==> src/sv/arce_pkg.sv <==
// Package for the audio-reactive color engine: codes, constants and shared types.
`default_nettype none
package arce_pkg;

	localparam logic [2:0] MODE_GRADIENT = 3'd0;
	localparam logic [2:0] MODE_PULSE    = 3'd1;
	localparam logic [2:0] MODE_SPECTRUM = 3'd2;
	localparam logic [2:0] MODE_ENERGY   = 3'd3;
	localparam logic [2:0] MODE_RAINBOW  = 3'd4;

	localparam logic [1:0] REG_MODE   = 2'd0;
	localparam logic [1:0] REG_BRIGHT = 2'd1;
	localparam logic [1:0] REG_DECAY  = 2'd2;

	localparam logic [16:0] HUE_FULL  = 17'd92160;
	localparam logic [16:0] SECTOR    = 17'd15360;
	localparam logic [16:0] PULSE_MAX = 17'd131071;
	localparam logic [16:0] ONE_Q16   = 17'd65536;
	localparam logic [16:0] SAT_LOW   = 17'd52428;
	localparam logic [16:0] HALF_Q16  = 17'd32768;

	typedef enum logic [2:0] {
		ST_IDLE,
		ST_STATE,
		ST_HUE,
		ST_HSV_C,
		ST_HSV_P,
		ST_HSV_X,
		ST_COLOR,
		ST_OUT
	} arce_state_t;

	// Commands from the controller to the datapath.
	typedef struct packed {
		logic load;
		logic do_state;
		logic do_hue;
		logic do_c;
		logic do_p;
		logic do_x;
		logic do_color;
	} arce_cmd_t;

	// Status from the datapath.
	typedef struct packed {
		logic uses_hsv;
	} arce_status_t;

	function automatic logic [7:0] clamp255(input logic [47:0] v);
		return (v > 48'd255) ? 8'd255 : v[7:0];
	endfunction

endpackage
`default_nettype wire

==> src/sv/arce_ctrl.sv <==
// Controller state machine that sequences one frame through the datapath.
`default_nettype none
module arce_ctrl
	import arce_pkg::*;
(
	input  wire logic         clk,
	input  wire logic         arst_n,
	input  wire logic         in_req,
	input  wire logic         out_taken,
	input  wire arce_status_t status,
	output arce_cmd_t         cmd,
	output logic              busy,
	output logic              out_valid
);

	arce_state_t state_q, state_next;

	always_ff @(posedge clk or negedge arst_n) begin
		if (!arst_n) begin
			state_q <= ST_IDLE;
		end else begin
			state_q <= state_next;
		end
	end

	// Next state.
	always_comb begin
		state_next = state_q;
		case (state_q)
			ST_IDLE:  if (in_req) state_next = ST_STATE;
			ST_STATE: state_next = ST_HUE;
			ST_HUE:   state_next = status.uses_hsv ? ST_HSV_C : ST_COLOR;
			ST_HSV_C: state_next = ST_HSV_P;
			ST_HSV_P: state_next = ST_HSV_X;
			ST_HSV_X: state_next = ST_COLOR;
			ST_COLOR: state_next = ST_OUT;
			ST_OUT:   if (out_taken) state_next = ST_IDLE;
			default:  state_next = ST_IDLE;
		endcase
	end

	// Outputs.
	always_comb begin
		cmd = '0;
		busy = 1'b1;
		out_valid = 1'b0;
		case (state_q)
			ST_IDLE: begin
				busy = 1'b0;
				cmd.load = in_req;
			end
			ST_STATE: cmd.do_state = 1'b1;
			ST_HUE:   cmd.do_hue = 1'b1;
			ST_HSV_C: cmd.do_c = 1'b1;
			ST_HSV_P: cmd.do_p = 1'b1;
			ST_HSV_X: cmd.do_x = 1'b1;
			ST_COLOR: cmd.do_color = 1'b1;
			ST_OUT:   out_valid = 1'b1;
			default:  busy = 1'b1;
		endcase
	end

endmodule
`default_nettype wire

==> config.mk <==
export PLATFORM = sky130hd
export DESIGN_NAME = arce_ctrl
export DESIGN_NICKNAME = d
export VERILOG_FILES = /design/src/sv/arce_pkg.sv /design/src/sv/arce_ctrl.sv
export SDC_FILE = /design/constraint.sdc
export NUM_CORES = 1
export LEC_CHECK = 0
export BUFFER_PORTS_ARGS = -buffer_cell sky130_fd_sc_hd__clkbuf_2
export CORE_AREA = 4 4 41 43
export CTS_CLUSTER_SIZE = 12
export DETAILED_ROUTE_END_ITERATION = 8
export DIE_AREA = 0 0 45 47
export PLACE_DENSITY = 0.47
export SKIP_CTS_REPAIR_TIMING = 1
export SKIP_LAST_GASP = 1
export SLEW_MARGIN = 20
export SYNTH_ARGS = -nofsm -noshare
export SYNTH_HDL_FRONTEND = slang
export SYNTH_SLANG_ARGS = --single-unit
==> constraint.sdc <==
create_clock -name clk -period 1.1 [get_ports clk]
set_clock_uncertainty 0.15 [all_clocks]
set_input_delay 0.11 -clock clk [delete_from_list [all_inputs] [get_ports clk]]
set_output_delay 0.11 -clock clk [all_outputs]
set_load 0.02 [all_outputs]
Word-level counts from Yosys, hierarchy flattened
Index checks and enable logic that the tools add are counted. Widths: inputs -> output; s select.

Bits in registers: 3. Logic and storage cells: 25.

Mux-type cells: 13. Reduce and logical (&&, ||, !) cells: 2. Equal/unequal tests: 9.

Operator list (number): $pmux 3 s8 (1); $eq 3x3->1 const B (4); $mux 1 (9); $mux 3 (3); $eq 3x2->1 const B (2); $ne 2x2->1 const B (2); $eq 3x1->1 const B (1); $logic_not 3->1 (1); $reduce_and 2->1 (1).

Longest topological paths before layout
Gate-level depths: netlist (run 1).

Depth after elaboration: 3. Gate-level depth with buffers: 4.

Worst setup path before layout (run 1)
Ideal clock, no wire load.

Path kind: reg-to-output. Start: register state_q[1]. End: output cmd[6] in the netlist's numbering. Data required time: 0.840 ns. Slack: -0.261 ns. Stages on the path, launching flop included: 4. Path buffers: 1. Arrival time: 1.101 ns. Cell sequence: dfrtp_1 buf_6 or3_4 nor2_2.

RTL lines: from (decl) (RTL line arce_ctrl.sv:16) `arce_state_t state_q, state_next;`; from (signal assigned) (RTL line arce_ctrl.sv:22) `state_q <= state_next;`; to (decl) (RTL line arce_ctrl.sv:11) `output arce_cmd_t cmd,`.

==> reports/qor.yml, run 1 <==
run_status: "finished, violations left"
violations: "setup timing"
cap_viol_max_count: 0
insertedDiodeCount: 0
power.total_mw: 1.32
hold_viol_final: 0
dr.max_layer_used: "met4"
layout-drive-gt1-share: 0.625
place.gp.congestion: 0.723
yosysSeqAreaShare: 0.339
relSlewSlack: 0.896
core_area_um2: 1300
crit_path_max_fanout: 2
ys_warn_count: 0
top_register: "state_q"
die_x_um: 45
rows: 13
wl_met3_um: 72
rsz0062_at_grt: "true"
cts-htree-levels: 1
wl_um: 697
top_regs: "state_q (3)"
max-vdd-ir-drop_mv: 1.29
placedCellCount: 56
cts_buffers: 3
clk_latency_ps: 240
ant_nets: 0
io_pins: 14
p_switching_mw: 0.577
cts_root_buf: "clkbuf_4"
critPathCaptureType: "primary output"
drcViolationCount: 0
wl_met2_um: 281
synth_cells: 27
fin_crit_sh: 1.34
clkTransAtPathRegs_ps: 40
final_common_cell: "buf_4"
port_buffers: 13
synth_nets: 32
netlist_area_um2: 221
wl_per_cell_um: 11.1
start_util: 0.170
grt_max_degree: 12
clk_path_buf_depth: 2
synth_top_area_frac: 0.339
wl_met1_um: 333
grt_pass1_wl_um: 1010
final_util: 0.348
fin_nets: 54
power_density_nw_per_um2: 2920
dr.pass1.iters: 2
detailed_place_hpwl_um: 505
hp-class: "input pin to flip-flop"
p_clk_frac: 0.152
grt_overflow: 0
avgSynthCellArea_um2: 8.20
synthTopCellsByArea: "dfrtp_1, nor3b_1, a21oi_1, and3_1, nand2b_1"
tightestPinTransition_ps: 156
synthToLayoutAreaGrowth_pct: 105
clock_sinks: 3
grt_pass1_vias: 217
switching_share: 0.436
largest_register_ffs: 3
grt_antenna_before_repair: 0
slew_viol_final: 0
critPathKind: "flip-flop to primary output"
fin_crit_ps: 1470
seqPwrFrac: 0.151
cp.arrival_ps: 1210
setup_ws_ps: -372
die_area_um2: 2120
fp.dieH_um: 47
cts_tree: "built"
track_usage: 0.0759
pwr-share-comb: 0.697
crit_required_ps: 840
vias: 264
fmax_ghz: 0.679
setup_tns_ps: -2770
leakage_nw: 0.215
final_cell_mix: "buf_4, clkbuf_2, buf_6"
start_kind: "flip-flop"
final_cell_count_no_fill: 63
drt_iter0_markers: 1
synth_cell_types: 17
setup_violations: 12
post_drt_via_cell_ratio: 4.19
internal_power_mw: 0.747
synth-seq-cells: 3
yosys.area.top_type: "dfrtp_1"
per-layer routing:
layer  up-vias  global-route usage
met3         2              0.0575
met5         -                   0
met4         0              0.0526
li1        134                   -
met2        13               0.102
met1       115              0.0822
synthesized netlist by cell type, drive strengths merged:
library cell	n
nand2b	2
nor3	1
nand3	1
or3	1
nor3b	3
o21a	1
nor2	2
nand2	1
and3	2
inv	2
buf	3
dfrtp	3
o21bai	1
a21oi	4
path summary, 6_finish.rpt:
check / from / endpoint / slack, ps / depth (start not counted)
min in group asynchronous: arst_n / state_q[0] / 70 / 2
worst min register to register: state_q[0] / state_q[0] / 500 / 2
max in group asynchronous: arst_n / state_q[1] / 600 / 2
worst max register to register: state_q[1] / state_q[0] / -100 / 5
worst min-delay path: in_req / state_q[0] / 40 / 3
worst max-delay path: state_q[1] / cmd[6] / -370 / 3
cell families (layout without fill, tap and decap cells):
family                 count (synthesis)  after routing  synth area share
DFF                                    3              3             0.339
AOI/OAI and AO/OA                      6              6             0.158
buffers and inverters                  5             26             0.130
and+or+nand+nor                       13             13             0.373
power groups by stage:
| stage | clock network (mW) | logic [mW] | registers (mW) |
|---|---|---|---|
| 3_5_place_dp | 0 | 0.760 | 0.193 |
| 2_1_floorplan | 0 | 0.560 | 0.184 |
| 5_1_grt | 0.220 | 0.997 | 0.203 |
| 3_3_place_gp | 0 | 0.753 | 0.191 |
| 6_report | 0.201 | 0.923 | 0.200 |
| 4_1_cts | 0.213 | 0.762 | 0.195 |
area by class of cell:
cell class	instances	area (um2)
Clock buffer	4	26.3
Multi-Input combinational cell	19	164
Fill cell	152	848
Timing Repair Buffer	20	159
Inverter	2	10.0
Sequential cell	3	75.1
Tap cell	15	18.8
through the flow:
stage / cell area (um2) / hold WS [ps] / setup WS [ps]
floorplan: 254 / -336 / -213
global placement: 347 / -239 / -148
detailed placement: 347 / -237 / -159
CTS: 373 / -492 / -440
global route: 453 / 67.0 / -417
finish: 453 / 43.3 / -372
worst max-delay path, stage by stage (launching register included):
cell and delay [ps]:
dfrtp_1 380, or3_4 400, nor2_4 90, buf_6 120
Power figures use the tool's default switching activity.
==> run 2, diff against run 1 <==
--- a/config.mk
+++ b/config.mk
@@ -13,3 +13,2 @@
 export PLACE_DENSITY = 0.47
-export SKIP_CTS_REPAIR_TIMING = 1
 export SKIP_LAST_GASP = 1
==> constraint.sdc (replaced) <==
create_clock -name clk -period 1.1 [get_ports clk]
set_clock_uncertainty 0.15 [all_clocks]
set_input_delay 0.055 -clock clk [delete_from_list [all_inputs] [get_ports clk]]
set_output_delay 0.055 -clock clk [all_outputs]
set_load 0.02 [all_outputs]
==> run 2 against run 1 <==
The run still ends with setup timing left. Die area did not move. Largest power group unchanged. Total power is 9.6% lower. Combinational power is 12% lower. Maximum frequency up 3.3%. Global-route usage shrank 0.71 points. Clock power is 2% lower. Clock-buffer cell count is the same. Via count is 1.1% lower.
==> reports/qor.yml, run 2 (synthesis results as in run 1) <==
run_status: "finished, violations left"
violations: "setup timing"
critPathCaptureType: "primary output"
top_register: "state_q"
grt_pass1_wl_um: 945
start_kind: "flip-flop"
slowest_delay_ps: 400
cp_cell_sequence: "or3_4 -> nor2_4 -> buf_8"
leakage_nw: 0.210
clkTransAtPathRegs_ps: 40
die_area_um2: 2120
hp-class: "input pin to asynchronous set/reset pin"
clk_path_buf_depth: 2
power_density_nw_per_um2: 2710
clk_latency_ps: 230
rows: 13
dr.pass1.iters: 2
relSlewSlack: 0.894
post_drt_via_cell_ratio: 4.21
cts_buffers: 3
die_x_um: 45
final_cell_mix: "clkbuf_4, buf_4, clkbuf_2"
slew_viol_final: 0
crit_path_max_fanout: 2
grt_pass1_vias: 227
crit_required_ps: 890
cts_tree: "built"
hold_viol_final: 0
io_pins: 14
setup_violations: 11
cts_root_buf: "clkbuf_4"
layout-drive-gt1-share: 0.617
drt_iter0_markers: 3
drcViolationCount: 0
vias: 261
final_common_cell: "clkbuf_4"
core_area_um2: 1300
fin_crit_sh: 1.30
critPathKind: "flip-flop to primary output"
largest_register_ffs: 3
slowest_stage: "or3_4"
fin_nets: 53
place.gp.congestion: 0.658
setup_tns_ps: -2270
fin_crit_ps: 1420
insertedDiodeCount: 0
clock_sinks: 3
start_util: 0.170
grt_overflow: 0
tightestPinTransition_ps: 158
cp.arrival_ps: 1220
port_buffers: 13
cap_viol_max_count: 0
power.total_mw: 1.20
top_regs: "state_q (3)"
detailed_place_hpwl_um: 405
postCtsSetupBuffers: 0
track_usage: 0.0689
ant_nets: 0
wl_per_cell_um: 9.73
wl_um: 603
max-vdd-ir-drop_mv: 0.841
synthToLayoutAreaGrowth_pct: 99.4
rsz0062_at_grt: "true"
grt_max_degree: 12
place_ws_ps: -97.8
fmax_ghz: 0.702
cts-htree-levels: 1
grt_antenna_before_repair: 0
setup_ws_ps: -325
fp.dieH_um: 47
[run 2: changes by cell type in the layout (fill, tap and decap cells not counted), sizes merged]
cell | before | now
buf | 13 | 8
clkbuf | 9 | 12
dlygate4sd3 | 2 | 3
[run 2: power breakdown]
part | leakage, nW | switching [mW] | internal [mW] | total (mW)
combinational | 0.163 | 0.430 | 0.378 | 0.809
clock | 0.0150 | 0.0595 | 0.136 | 0.196
sequential | 0.0323 | 0.0296 | 0.163 | 0.193
total | 0.210 | 0.519 | 0.677 | 1.20
[run 2: worst max-delay path: cells and delay by family (launching register included)]
| family | cells | cell delay [ps] |
|---|---|---|
| flip-flops | 1 | 370 |
| buffers and inverters | 1 | 110 |
| AND/OR/NAND/NOR | 2 | 500 |
[run 2: worst paths after layout]
path / start / to / slack, ps / cells past startpoint
min: arst_n / state_q[0] / 1 / 2
max in group asynchronous: arst_n / state_q[1] / 690 / 2
max reg2reg: state_q[0] / state_q[0] / -40 / 4
min in group clk: status / state_q[2] / 30 / 4
max: state_q[0] / cmd[6] / -320 / 3
min reg2reg: state_q[0] / state_q[0] / 490 / 2
[run 2: layout make-up]
type	count	area, um2
fillers	145	860
clock buffers	4	26.3
inverters	2	10.0
multi-input cells	19	156
repair buffers	19	155
flip-flops and latches	3	75.1
well taps	15	18.8
[run 2: metal layers]
layer  GRT usage  vias to the layer above  wire length (um)
met5           0                        -                 0
met4      0.0351                        0                 0
met3      0.0690                        0                56
met2      0.0876                        8               306
met1      0.0732                      124               241
li1            -                      129                 -
[run 2: repair_timing]
item                                   in CTS  in global routing
cloned                                      0                  0
hold buffers                                3                  0
setup endpoints to repair                  11                 12
resized for setup                          12                 10
endpoints found under the hold margin       5                  0
pin swaps                                   0                  1
[run 2: metrics by stage]
stage | cells | utilization | hold slack [ps] | cell area (um2)
finish | 62 | 0.339 | 1.45 | 442
floorplan | 27 | - | -391 | 233
global placement | 55 | 0.244 | -294 | 318
global route | 62 | 0.339 | 18.1 | 442
CTS | 62 | 0.318 | 1.71 | 414
detailed placement | 55 | 0.244 | -293 | 318
==> run 3, diff against run 2 <==
- CELL_PAD_IN_SITES_DETAIL_PLACEMENT: default -> 0
- CELL_PAD_IN_SITES_GLOBAL_PLACEMENT: default -> 1
- PLACE_DENSITY: 0.47 -> 0.6
- SLEW_MARGIN: 20 -> default
==> run 3 against run 2 <==
The run still ends with setup timing left. Via count is 11% higher. Largest power group unchanged. Largest cell class is now non-clock buffers. Non-clock buffer count rose by 6. Worst setup slack got worse by 8.7 ps.
==> reports/qor.yml, run 3 (synthesis results as in run 1) <==
run_status: "finished, violations left"
violations: "setup timing"
wl_um: 721
cts_root_buf: "clkbuf_4"
fp.dieH_um: 47
track_usage: 0.0854
clock_sinks: 3
cts-htree-levels: 1
port_buffers: 13
start_kind: "flip-flop"
fin_crit_ps: 1430
rows: 13
post_drt_via_cell_ratio: 4.28
rsz0062_at_grt: "true"
fill_cells: 138
drt_iter0_markers: 3
tightestPinTransition_ps: 154
crit_path_max_fanout: 2
final_common_cell: "buf_4"
max-vdd-ir-drop_mv: 1.03
hold_depth: 4
fmax_ghz: 0.698
largest_register_ffs: 3
regArea_um2: 75.1
dr.max_layer_used: "met3"
reg2reg_depth: 5
insertedDiodeCount: 0
multi_input_area_um2: 181
grt_pass1_vias: 285
cts_tree: "built"
io_pins: 14
top_register: "state_q"
cts_buffers: 3
place.gp.congestion: 0.649
clk_latency_ps: 230
final_cell_count_no_fill: 68
clk_path_buf_depth: 2
critPathKind: "flip-flop to primary output"
timing.hold.ws_ps: 32.7
setup_ws_ps: -334
ant_nets: 0
wl_met1_um: 293
dr.pass1.iters: 2
cp_top_family: "simple AND/OR/NAND/NOR gates"
cap_viol_max_count: 0
fin_crit_sh: 1.30
leakage_nw: 0.250
die_x_um: 45
grt_antenna_before_repair: 0
start_util: 0.170
core_area_um2: 1300
hp-class: "input pin to flip-flop"
power_density_nw_per_um2: 2760
grt_overflow: 0
final_cell_mix: "buf_4, buf_6, dlygate4sd3_1"
top_regs: "state_q (3)"
setup_tns_ps: -2770
crit_required_ps: 890
setup_violations: 11
relSlewSlack: 0.897
critPathCaptureType: "primary output"
placedCellCount: 55
crit_buf_inv: 1
vias: 291
synthToLayoutAreaGrowth_pct: 146
power.total_mw: 1.50
hold_viol_final: 0
die_area_um2: 2120
layout-drive-gt1-share: 0.679
wl_met3_um: 75
wl_per_cell_um: 10.6
grt_pass1_wl_um: 1230
cp.arrival_ps: 1230
fin_nets: 59
grt_max_degree: 11
cp.depth: 3
clkTransAtPathRegs_ps: 30
detailed_place_hpwl_um: 446
slew_viol_final: 0
drcViolationCount: 0
r2r_slack_ps: -110
slowest_delay_ps: 390
cp_cell_sequence: "or3_4 -> nor2_4 -> buf_8"
final_util: 0.418
slowest_stage: "dfrtp_1"
wl_met2_um: 352
run 3: cell count changes in the layout (fill, tap and decap cells not counted), sizes merged:
cell and change:
clkbuf -2, dlygate4sd3 +2, buf +6
run 3: worst min-delay path, cell delays in order:
cell and delay (ps):
clkbuf_2 100, nand2b_4 60, a21oi_2 110, a21oi_1 40
run 3: final timing paths:
path / from / end
setup / recovery: state_q[1] / cmd[6]
hold / removal: status / state_q[2]
setup reg to reg: state_q[0] / state_q[0]
hold reg to reg: state_q[0] / state_q[0]
max in group asynchronous: arst_n / state_q[1]
min in group asynchronous: arst_n / state_q[0]
run 3: area by class of cell:
type / instances / area share
inverters: 2 / 0.0184
flip-flops and latches: 3 / 0.138
clock buffers: 4 / 0.0483
well taps: 15 / 0.0345
multi-input cells: 19 / 0.333
repair buffers: 25 / 0.428
run 3: timing repair:
item                                    in CTS  in global routing
gates cloned                                 1                  0
endpoints found under the hold margin        5                  0
endpoints found under the setup margin      11                 12
resized for setup                           24                 13
pin swaps                                    3                  3
hold buffers                                 5                  0
buffers inserted                             3                  0
run 3: stage by stage:
stage	instance area [um2]	worst slack, ps
floorplan	233	-168
global placement	318	-90.7
detailed placement	318	-122
CTS	515	-351
global route	544	-372
finish	544	-334
run 3: per-layer routing:
metal / track usage / up-vias
met4: 0.0351 / 0
li1: - / 147
met1: 0.0868 / 132
met2: 0.138 / 12
met3: 0.0575 / 0
met5: 0 / -
run 3: report_power, final:
group          internal, mW  switching [mW]  total (mW)
logic                 0.593           0.518        1.11
registers             0.163          0.0368       0.200
clock network         0.136          0.0548       0.190
